## config.mk

```make
export PLATFORM = sky130hd
export DESIGN_NAME = base2n_symbol_encoder_top
export DESIGN_NICKNAME = d
export VERILOG_FILES = /design/src/sv/b2n_pkg.sv /design/src/sv/base2n_symbol_encoder_top.sv /design/src/sv/b2n_shift_unit.sv
export SDC_FILE = /design/constraint.sdc
export NUM_CORES = 1
export LEC_CHECK = 0
export BUFFER_PORTS_ARGS = -buffer_cell sky130_fd_sc_hd__buf_2
export CORE_MARGIN = 5
export CORE_UTILIZATION = 25
export DETAILED_ROUTE_END_ITERATION = 6
export SYNTH_ARGS = -nofsm -noshare
export SYNTH_HDL_FRONTEND = slang
export SYNTH_SLANG_ARGS = --single-unit
export TNS_END_PERCENT = 50
```

## constraint.sdc

```tcl
create_clock -name clk_i -period 4.7 [get_ports clk_i]
set_input_delay 0.705 -clock clk_i [delete_from_list [all_inputs] [get_ports clk_i]]
set_output_delay 0.705 -clock clk_i [all_outputs]
set_load 0.02 [all_outputs]
```

## src/sv/b2n_pkg.sv

```systemverilog
package b2n_pkg;

  // Message bytes are eight bits wide.
  localparam int unsigned BYTE_BITS = 8;

  localparam int unsigned ACC_W    = 16;  // bit accumulator
  localparam int unsigned HELD_W   = 4;   // pending bit count
  localparam int unsigned POS_W    = 4;   // position inside a padding block
  localparam int unsigned SYM_W    = 7;   // symbol index
  localparam int unsigned SBITS_W  = 3;   // symbol_bits register
  localparam int unsigned BSIZE_W  = 5;   // block_size register
  localparam int unsigned CFG_W    = 5;   // configuration data port
  localparam int unsigned CFG_IDX_W = 1;

  // Shift amount into the {acc, 7'b0} window: held + 7 - symbol_bits <= 14.
  localparam int unsigned SHAMT_W  = 5;

  localparam logic [BSIZE_W-1:0] BSIZE_MAX = 5'd16;

  localparam logic [SBITS_W-1:0] SBITS_RST = 3'd6;
  localparam logic [BSIZE_W-1:0] BSIZE_RST = 5'd4;

  // Configuration register indexes.
  localparam logic [CFG_IDX_W-1:0] REG_SYMBOL_BITS = 1'b0;
  localparam logic [CFG_IDX_W-1:0] REG_BLOCK_SIZE  = 1'b1;

  // What the sequencer puts out in one step.
  typedef enum logic [1:0] {
    KIND_DATA,
    KIND_FLUSH,
    KIND_PAD
  } kind_e;

endpackage

```

## src/sv/base2n_symbol_encoder_top.sv

```systemverilog
// Base-2^n symbol encoder (base64/base32/base16 style, alphabet mapping done
// downstream). Each accepted input word carries an optional message byte and
// an end-of-message flag; the block emits one output word per symbol, most
// significant group first, then on end of message one left-justified flush
// symbol for leftover bits and pad markers (is_pad, index 0) up to a multiple
// of block_size. last_of_run marks the final output word caused by an input
// word; an input that causes nothing (no byte and no end, or a bare end on an
// empty message) produces no output. Timing: an input word is taken, and then
// the shared shift unit produces one symbol per cycle while the output
// register is free, giving N outputs per word (N = 1..2 per byte for base64,
// up to 23 with padding); no new word is taken until the last is issued. The
// output register lets the next input word be taken while the last symbol
// still waits downstream. in_ready_o is low while symbols are being issued.
// Configuration writes (symbol_bits at index 0, block_size at index 1) take
// effect at once, clear the message state, and must only be made while idle.
module base2n_symbol_encoder_top (
  input  logic                            clk_i,
  input  logic                            rst_ni,
  // configuration
  input  logic                            cfg_we_i,
  input  logic [b2n_pkg::CFG_IDX_W-1:0]   cfg_idx_i,
  input  logic [b2n_pkg::CFG_W-1:0]       cfg_data_i,
  // input channel
  input  logic                            in_valid_i,
  output logic                            in_ready_o,
  input  logic [b2n_pkg::BYTE_BITS-1:0]   data_byte_i,
  input  logic                            byte_valid_i,
  input  logic                            end_of_message_i,
  // output channel
  output logic                            out_valid_o,
  input  logic                            out_ready_i,
  output logic [b2n_pkg::SYM_W-1:0]       symbol_index_o,
  output logic                            is_pad_o,
  output logic                            last_of_run_o
);

  typedef enum logic {
    ST_IDLE,
    ST_EMIT
  } state_e;

  state_e state_q, state_d;

  logic [b2n_pkg::SBITS_W-1:0] sbits_q, sbits_d;
  logic [b2n_pkg::BSIZE_W-1:0] bsize_q, bsize_d;
  logic [b2n_pkg::ACC_W-1:0]   acc_q, acc_d;
  logic [b2n_pkg::HELD_W-1:0]  held_q, held_d;
  logic [b2n_pkg::POS_W-1:0]   pos_q, pos_d;
  logic                        end_q, end_d;

  logic                        out_valid_q, out_valid_d;
  logic [b2n_pkg::SYM_W-1:0]   sym_q, sym_d;
  logic                        pad_q, pad_d;
  logic                        last_q, last_d;

  // effective configuration
  logic [b2n_pkg::SBITS_W-1:0] sb_eff;
  logic [b2n_pkg::BSIZE_W-1:0] bs_eff;

  logic                        in_acc;
  logic                        out_free;
  logic [b2n_pkg::ACC_W-1:0]   acc_ld;
  logic [b2n_pkg::HELD_W-1:0]  held_ld;
  logic                        any_ld;

  b2n_pkg::kind_e              kind;
  logic [b2n_pkg::SYM_W-1:0]   unit_sym;
  logic [b2n_pkg::HELD_W-1:0]  held_n;
  logic [b2n_pkg::POS_W-1:0]   pos_n;
  logic                        more_n;

  // Another symbol is due for this item given the pending state.
  function automatic logic more_due(
    input logic [b2n_pkg::HELD_W-1:0]  held,
    input logic                        eom,
    input logic [b2n_pkg::POS_W-1:0]   pos,
    input logic [b2n_pkg::SBITS_W-1:0] sb,
    input logic [b2n_pkg::BSIZE_W-1:0] bs
  );
    logic r;
    r = (held >= b2n_pkg::HELD_W'(sb))
        || (eom && (held != '0))
        || (eom && (bs != '0) && (pos != '0));
    return r;
  endfunction

  function automatic logic [b2n_pkg::POS_W-1:0] pos_advance(
    input logic [b2n_pkg::POS_W-1:0]   pos,
    input logic [b2n_pkg::BSIZE_W-1:0] bs
  );
    logic [b2n_pkg::POS_W-1:0] p1;
    logic [b2n_pkg::POS_W-1:0] r;
    p1 = pos + b2n_pkg::POS_W'(1);
    if (bs == '0) begin
      r = '0;
    end else if (b2n_pkg::BSIZE_W'(p1) >= bs) begin
      r = '0;
    end else begin
      r = p1;
    end
    return r;
  endfunction

  assign sb_eff = (sbits_q == '0) ? b2n_pkg::SBITS_W'(1) : sbits_q;
  assign bs_eff = (bsize_q > b2n_pkg::BSIZE_MAX) ? b2n_pkg::BSIZE_MAX : bsize_q;

  assign in_ready_o = (state_q == ST_IDLE);
  assign in_acc     = in_valid_i && in_ready_o;
  assign out_free   = !out_valid_q || out_ready_i;

  // New byte appended to the accumulator; upper bits past held are don't-care.
  assign acc_ld  = byte_valid_i ? {acc_q[b2n_pkg::ACC_W-b2n_pkg::BYTE_BITS-1:0], data_byte_i}
                                : acc_q;
  assign held_ld = byte_valid_i ? held_q + b2n_pkg::HELD_W'(b2n_pkg::BYTE_BITS) : held_q;
  assign any_ld  = more_due(held_ld, end_of_message_i, pos_q, sb_eff, bs_eff);

  // Step kind: full groups first, then the flush, then pads.
  always_comb begin
    if (held_q >= b2n_pkg::HELD_W'(sb_eff)) begin
      kind = b2n_pkg::KIND_DATA;
    end else if (held_q != '0) begin
      kind = b2n_pkg::KIND_FLUSH;
    end else begin
      kind = b2n_pkg::KIND_PAD;
    end
  end

  b2n_shift_unit u_shift (
    .acc_i   (acc_q),
    .held_i  (held_q),
    .sbits_i (sb_eff),
    .sym_o   (unit_sym)
  );

  assign held_n = (kind == b2n_pkg::KIND_DATA) ? held_q - b2n_pkg::HELD_W'(sb_eff) : '0;
  assign pos_n  = pos_advance(pos_q, bs_eff);
  assign more_n = more_due(held_n, end_q, pos_n, sb_eff, bs_eff);

  always_comb begin
    state_d     = state_q;
    sbits_d     = sbits_q;
    bsize_d     = bsize_q;
    acc_d       = acc_q;
    held_d      = held_q;
    pos_d       = pos_q;
    end_d       = end_q;
    out_valid_d = out_valid_q && !out_ready_i;
    sym_d       = sym_q;
    pad_d       = pad_q;
    last_d      = last_q;

    unique case (state_q)
      ST_IDLE: begin
        if (in_acc) begin
          acc_d  = acc_ld;
          held_d = held_ld;
          end_d  = end_of_message_i;
          if (any_ld) begin
            state_d = ST_EMIT;
          end else if (end_of_message_i) begin
            acc_d  = '0;
            held_d = '0;
            pos_d  = '0;
          end
        end
      end
      ST_EMIT: begin
        if (out_free) begin
          out_valid_d = 1'b1;
          pad_d       = (kind == b2n_pkg::KIND_PAD);
          sym_d       = (kind == b2n_pkg::KIND_PAD) ? '0 : unit_sym;
          last_d      = !more_n;
          held_d      = held_n;
          pos_d       = pos_n;
          if (!more_n) begin
            state_d = ST_IDLE;
            if (end_q) begin
              acc_d  = '0;
              held_d = '0;
              pos_d  = '0;
            end
          end
        end
      end
      default: state_d = ST_IDLE;
    endcase

    // register write restarts the message
    if (cfg_we_i) begin
      unique case (cfg_idx_i)
        b2n_pkg::REG_SYMBOL_BITS: sbits_d = cfg_data_i[b2n_pkg::SBITS_W-1:0];
        b2n_pkg::REG_BLOCK_SIZE:  bsize_d = cfg_data_i[b2n_pkg::BSIZE_W-1:0];
        default: ;
      endcase
      acc_d  = '0;
      held_d = '0;
      pos_d  = '0;
    end
  end

  always_ff @(posedge clk_i or negedge rst_ni) begin
    if (!rst_ni) begin
      state_q     <= ST_IDLE;
      sbits_q     <= b2n_pkg::SBITS_RST;
      bsize_q     <= b2n_pkg::BSIZE_RST;
      acc_q       <= '0;
      held_q      <= '0;
      pos_q       <= '0;
      end_q       <= 1'b0;
      out_valid_q <= 1'b0;
    end else begin
      state_q     <= state_d;
      sbits_q     <= sbits_d;
      bsize_q     <= bsize_d;
      acc_q       <= acc_d;
      held_q      <= held_d;
      pos_q       <= pos_d;
      end_q       <= end_d;
      out_valid_q <= out_valid_d;
    end
  end

  always_ff @(posedge clk_i) begin
    sym_q  <= sym_d;
    pad_q  <= pad_d;
    last_q <= last_d;
  end

  assign out_valid_o    = out_valid_q;
  assign symbol_index_o = sym_q;
  assign is_pad_o       = pad_q;
  assign last_of_run_o  = last_q;

`ifndef ASSERT_OFF
  a_pad_zero_index: assert property (@(posedge clk_i) disable iff (!rst_ni)
    out_valid_q && pad_q |-> sym_q == '0)
    else $error("pad word with nonzero index");

  a_pad_needs_block: assert property (@(posedge clk_i) disable iff (!rst_ni)
    out_valid_q && pad_q |-> bs_eff != '0)
    else $error("pad word with padding disabled");

  a_sym_in_range: assert property (@(posedge clk_i) disable iff (!rst_ni)
    out_valid_q |-> (sym_q >> sb_eff) == '0)
    else $error("symbol index wider than symbol_bits");

  a_idle_held_below: assert property (@(posedge clk_i) disable iff (!rst_ni)
    state_q == ST_IDLE |-> held_q < b2n_pkg::HELD_W'(sb_eff))
    else $error("full group left pending between words");

  a_pos_in_block: assert property (@(posedge clk_i) disable iff (!rst_ni)
    (bs_eff == '0 && pos_q == '0) || (bs_eff != '0 && b2n_pkg::BSIZE_W'(pos_q) < bs_eff))
    else $error("block position out of range");
`endif

endmodule

```

## src/sv/b2n_shift_unit.sv

```systemverilog
// Shared symbol extractor. The accumulator is viewed as {acc, 7'b0}; a right
// shift by held + 7 - sb yields both a full group (held >= sb) and the
// left-justified remainder on a flush (held < sb).
module b2n_shift_unit (
  input  logic [b2n_pkg::ACC_W-1:0]   acc_i,
  input  logic [b2n_pkg::HELD_W-1:0]  held_i,
  input  logic [b2n_pkg::SBITS_W-1:0] sbits_i,
  output logic [b2n_pkg::SYM_W-1:0]   sym_o
);

  localparam int unsigned WIN_W = b2n_pkg::ACC_W + b2n_pkg::SYM_W;

  logic [WIN_W-1:0]               window;
  logic [WIN_W-1:0]               shifted;
  logic [b2n_pkg::SHAMT_W-1:0]    shamt;
  logic [b2n_pkg::SYM_W-1:0]      mask;

  assign window  = {acc_i, {b2n_pkg::SYM_W{1'b0}}};
  assign shamt   = b2n_pkg::SHAMT_W'(held_i) + b2n_pkg::SHAMT_W'(b2n_pkg::SYM_W)
                   - b2n_pkg::SHAMT_W'(sbits_i);
  assign shifted = window >> shamt;
  assign mask    = b2n_pkg::SYM_W'((8'd1 << sbits_i) - 8'd1);
  assign sym_o   = shifted[b2n_pkg::SYM_W-1:0] & mask;

endmodule
```

Word-level counts from Yosys, hierarchy flattened
Cells that the tools add are included.
{"block": "totals", "regBits": 44, "word_cells": 106}
{"block": "op_classes", "add_sub_neg": 6, "order_cmp": 5, "eq_ne": 7, "shifts": 2, "mux": 40, "bitwise_logic": 3, "n_reduce_logical": 32}
{"operator": "2-to-1 mux 16 bit", "n": 8}
{"operator": "2-to-1 mux 4 bit", "n": 18}
{"operator": "one-hot mux 16 bit (2 select lines)", "n": 1}
{"operator": ">> shifter 23 x 5 -> 7 bit", "n": 1}
{"operator": "nonzero test 4 bit", "n": 5}
{"operator": "one-hot mux 4 bit (2 select lines)", "n": 2}
{"operator": ">= comparator 4 x 3 -> 1 bit", "n": 3}
{"operator": "!= test 3 x 2 -> 1 bit, second input constant", "n": 4}
{"operator": "AND reduction 2 bit", "n": 5}
{"operator": "logical AND 1 bit", "n": 8}
{"operator": "AND reduction 4 bit", "n": 2}
{"operator": "AND 7 bit", "n": 1}
{"operator": "left shift 1 x 3 -> 7 bit, first input constant", "n": 1}
{"operator": "subtractor 7 x 1 -> 7 bit, second input constant", "n": 1}
{"operator": "2-to-1 mux 1 bit", "n": 6}
{"operator": "!= test 3 bit, second input constant", "n": 2}
{"operator": "adder 4 x 3 -> 5 bit, second input constant", "n": 1}
{"operator": ">= comparator 4 x 5 -> 1 bit", "n": 1}
{"operator": "> comparator 5 bit, second input constant", "n": 1}
{"operator": "logical NOT 5 bit", "n": 1}
{"operator": "logical OR 1 bit", "n": 5}
{"operator": "2-to-1 mux 5 bit", "n": 1}
{"operator": "nonzero test 5 bit", "n": 1}
{"operator": "subtractor 5 x 3 -> 5 bit", "n": 1}
{"operator": "other kinds (11)", "n": 15}

Logic depth before layout (Yosys ltp)
{"block": "depth", "ltp_word": 14, "ltp_mapped": 16, "mapped_depth_nobuf": 15}

Modules after synthesis
From an unflattened synthesis, not the netlist that was laid out.
{"block": "hier_totals", "hier_cells": 320, "hier_area_um2": 3383.2}
{"module": "base2n_symbol_encoder_top", "n_inst": 1, "cells_each": 210, "area_each_um2": 2323.5}
{"module": "b2n_shift_unit", "n_inst": 1, "cells_each": 110, "area_each_um2": 1059.8}

Worst setup path after synthesis
OpenSTA, ideal clock, no wires.
{"block": "synth_timing", "path_type": "register to register", "startpoint": "reg sbits_q[2] in the netlist's numbering", "endpoint": "reg acc_q[12] in the netlist's numbering", "setup_time_ns": 0.127, "arrival_ns": 2.994, "t_required_ns": 4.573, "setup_slack_ns": 1.579, "stages_incl_launch_ff": 17, "synth_period_minus_slack_ns": 3.121, "path_cell_list": "dfstp_2 -> inv_1 -> nand2_1 -> nand2b_1 -> ha_1 -> inv_1 -> fa_1 -> a21oi_1 -> o31ai_4 -> and2_1 -> ha_1 -> a21boi_0 -> a221oi_1 -> o21ai_1 -> nor3_4 -> buf_4 -> o21ai_1"}
{"block": "synth_via", "elab_chain_cells": 12, "word_cells_on_any_way": 21, "cone_classes": "1 x add/sub; 3 x order compare; 1 x eq/ne; 7 x mux; 9 x reduce/logical"}
{"item": "start, declared", "line_no": "base2n_symbol_encoder_top.sv:44", "text": "logic [b2n_pkg::SBITS_W-1:0] sbits_q, sbits_d;"}
{"item": "start signal, assigned", "line_no": "base2n_symbol_encoder_top.sv:204", "text": "sbits_q <= b2n_pkg::SBITS_RST;"}
{"item": "start signal, assigned", "line_no": "base2n_symbol_encoder_top.sv:213", "text": "sbits_q <= sbits_d;"}
{"item": "logical NOT 3 bit", "line_no": "base2n_symbol_encoder_top.sv:104", "text": "assign sb_eff = (sbits_q == '0) ? b2n_pkg::SBITS_W'(1) : sbits_q;"}
{"item": "2-to-1 mux 3 bit (*)", "line_no": "base2n_symbol_encoder_top.sv:104"}
{"item": "parallel branches: the longest is 10 deep, another holds >= comparator 4 x 3 -> 1 bit"}
{"item": "end signal, assigned", "line_no": "base2n_symbol_encoder_top.sv:206", "text": "acc_q <= '0;"}
{"item": "end signal, assigned", "line_no": "base2n_symbol_encoder_top.sv:215", "text": "acc_q <= acc_d;"}
{"item": "end, declared", "line_no": "base2n_symbol_encoder_top.sv:46", "text": "logic [b2n_pkg::ACC_W-1:0] acc_q, acc_d;"}
Mark *: on every way between the ends. The select of a mux whose other input is x is not followed.
A chain may end at the register's enable or synchronous reset.

Final worst setup path
{"block": "layout_timing", "startpoint": "reg sbits_q[2] in the netlist's numbering", "endpoint": "reg acc_q[4] in the netlist's numbering"}
The elaborated chain is that of the path after synthesis.

==> flow_summary.toml <==
[clocking]
cts_sinks = 44
cts-hold-fix-buffers = 0
post_cts_buffers = 0
h-tree-depth = 2
cts_resized = 0
clockBufferDepth = 2
cts_tree = "done"
cts-buffers-inserted = 5
clk_pin_slew_ps = 60
clock_latency_ps = 280
cts-root-buf = "clkbuf_16"

[placed_design]
dpl.hpwl_um = 6229
placedCellCount = 529
io_buffers = 31
globalplace.congestion = 0.8474

[setup_path]
rr_endpoint = "acc_q[4]"
cp-end-kind = "flop"
path_class = "reg2reg"
worstPathArrival_ps = 3820
start_kind = "flop"
path_max_fanout = 16
critPathSlowestCell = "nor3_4"
r2r_slack_ps = 1020
timing.rr.start = "sbits_q[2]"
worst_path_largest_cell_delay_ps = 510
required_ps = 4830
reg2reg_depth = 15
cp_cell_sequence = "inv_1 -> nand2_1 -> nand2b_1 -> ha_1 -> inv_1 -> fa_1 -> a21oi_1 -> o31ai_4 -> and2_1 -> ha_1 -> a21boi_0 -> a221oi_1 -> o21ai_1 -> nor3_4 -> o21ai_0"

[die]
core_area_mm2 = 0.01262
die-area_mm2 = 0.01525
start_util_pct = 25.52
io_pins = 32
num_rows = 41
die_x_um = 123.5
die_h_um = 123.5

[global_routing]
grt_util_met3_pct = 2.470
gr-usage-met1_pct = 14.42
grt_pass1_wl_um = 13280
grt-busiest-layer = "met2"
grtUsageMet2_pct = 17.87
grt_usage_pct = 10.89
grt_overflow = 0
grt_pass1_vias = 2627
grt_max_degree = 36
antenna_found_initial = 0

[detailed_routing]
drt-total-wl_um = 8125
drt_iter0_drc = 112
vias = 2628
drcViolationCount = 0
drtAntennaViolNets = 0
first_pass_iters = 4
via_per_inst = 4.894
wl_per_cell_um = 15.13

[synth]
synth_ff_type = "dfrtp_1"
yosys.area_share.simple_pct = 16.71
synth_top_family_by_area = "compound AO/OA/AOI/OAI gates"
synth_enable_flop_cells = 9
synth_area_leader_cell = "dfrtp_1"
netlist_instances = 339
yosysTopAreaCellShare_pct = 24.86
ys_ff_latch = 44
synth_compound_area_share_pct = 20.47
yosys.area_share.adder_pct = 8.469
synth_area_leaders = "dfrtp_1, edfxtp_1, ha_1"
synth_area_mm2 = 0.003221
syn-num-nets = 380
synth_cell_type_count = 59
yosysWarnings = 0
yosysSeqAreaShare_pct = 35.70
async_flop_share_pct = 79.55
synth-xor-area-share_pct = 1.826
synth.avg_cell_area_um2 = 9.500
synthMuxAreaShare_pct = 11.31

[sta]
layout_min_cycle_time_ps = 3682
finalClockSkew_ps = 6.019
timing.fmax_ghz = 0.2716
whs_ps = 497.1
post-route-period-util_pct = 78.35
relSlewSlack_pct = 31.64
rsz0062_at_grt = "no"
worstMarginPinSlew_ps = 1022
setup_tns_ps = 0
finalHoldViolCount = 0
slew_viol_final = 0
setup_viol = 0

[hold_path]
hp-class = "in2async"

[layout]
drive_above_1_share_pct = 19.18
area_growth_pct = 15.54
fin_cells = 537
nets = 405
diodes = 0

[power_and_ir_drop]
power_density_mw_per_mm2 = 554.1
p_leak_nw = 1.538
peakVddDrop_uv = 242.4
p_total_mw = 2.062

[run]
maxCapViolCount = 0

[outcome]
status = "completed"
## critical path: cells and delay by family, from the launching register on
| kind | cells | cell delay (ps) |
|---|---|---|
| AOI/OAI and AO/OA | 6 | 1160 |
| DFF | 1 | 380 |
| buffers and inverters | 2 | 210 |
| adders and majority gates | 3 | 890 |
| and+or+nand+nor | 4 | 900 |
## per-layer routing
layer / vias to the layer above / share of wire (%)
met5: - / 0
met4: 0 / 1.5
met3: 13 / 5.1
met2: 58 / 48
met1: 1274 / 45
li1: 1283 / -
## layout make-up
| cell class | instances | area (um^2) |
|---|---|---|
| timing repair buffer | 32 | 162.7 |
| inverter | 23 | 86.33 |
| clock inverter | 2 | 60.06 |
| fill | 1369 | 8899 |
| multi-input combinational | 258 | 1897 |
| tap | 172 | 215.2 |
| clock buffer | 6 | 150.1 |
| sequential | 44 | 1150 |
## sequential cells by signal, indices dropped and copies added, names as in the netlist, 3 cells and up
name            flops
symbol_index_o      7
sbits_q             3
acc_q              16
pos_q               4
bsize_q             5
held_q              4
## how the worst max path moves through the flow
stage                from   endpoint  cells past startpoint
5_1_grt        sbits_q[2]   acc_q[3]                     15
4_1_cts        sbits_q[2]   acc_q[4]                     15
6_report       sbits_q[2]   acc_q[4]                     15
2_1_floorplan  sbits_q[2]  acc_q[12]                     16
3_3_place_gp   sbits_q[2]   acc_q[4]                     15
3_5_place_dp   sbits_q[2]   acc_q[4]                     15
## cell families after synthesis
logic type / count (synthesis)
fa+ha+maj: 20
mux: 30
flops: 44
simple gates: 104
compound gates: 98
xor+xnor: 5
buf+inv: 37
other cells: 1
## cell usage after synthesis (2+ instances only)
library cell	count
o21ai_0	18
nand3_1	3
a31oi_1	2
nand2_1	45
nor3_1	7
nand4_1	2
o21ai_1	11
dfstp_2	3
a21o_1	5
inv_1	21
mux2i_1	15
inv_2	2
nand2b_1	10
and2_1	2
mux2_2	11
mux4_2	4
clkbuf_1	6
nor2b_1	4
xor2_2	2
o211ai_1	4
fa_1	3
xnor2_1	2
buf_6	3
or4_1	2
or3_1	5
a2111oi_0	2
a21oi_1	17
a22o_1	6
a22oi_1	20
nor3_4	2
dfrtp_1	32
ha_1	17
edfxtp_1	9
nor2_1	15
buf_4	3
## metrics by stage
step	worst slack (ps)	instance area, um^2	utilization [%]
final	1018	3721	29.49
after global routing	680.8	3721	29.49
after CTS	1002	3721	29.49
after detailed placement	1057	3511	27.82
after global placement	1249	3511	27.82
after floorplan	1579	3221	-
## placed cells by master, fill, tap and decap left out, types with 2 or more instances in the layout
master      n
nand2_1    45
dfrtp_1    32
buf_2      31
inv_1      21
a22oi_1    20
o21ai_0    18
a21oi_1    17
ha_1       17
nor2_1     15
mux2i_1    15
o21ai_1    11
mux2_2     11
nand2b_1   10
edfxtp_1    9
nor3_1      7
a22o_1      6
clkbuf_16   6
or3_1       5
a21o_1      5
nor2b_1     4
o211ai_1    4
mux4_2      4
nand3_1     3
fa_1        3
dfstp_2     3
inv_2       2
xnor2_1     2
and2_1      2
a31oi_1     2
nand4_1     2
a2111oi_0   2
xor2_2      2
nor3_4      2
or4_1       2
bufinv_16   2
## power breakdown
part           switching, mW  total (mW)  internal, mW
Sequential            0.0854       0.569         0.484
Combinational          0.637        1.01         0.374
Clock                  0.145       0.481         0.337
Total                  0.867        2.06          1.19
(Power assumes the default switching activity.)
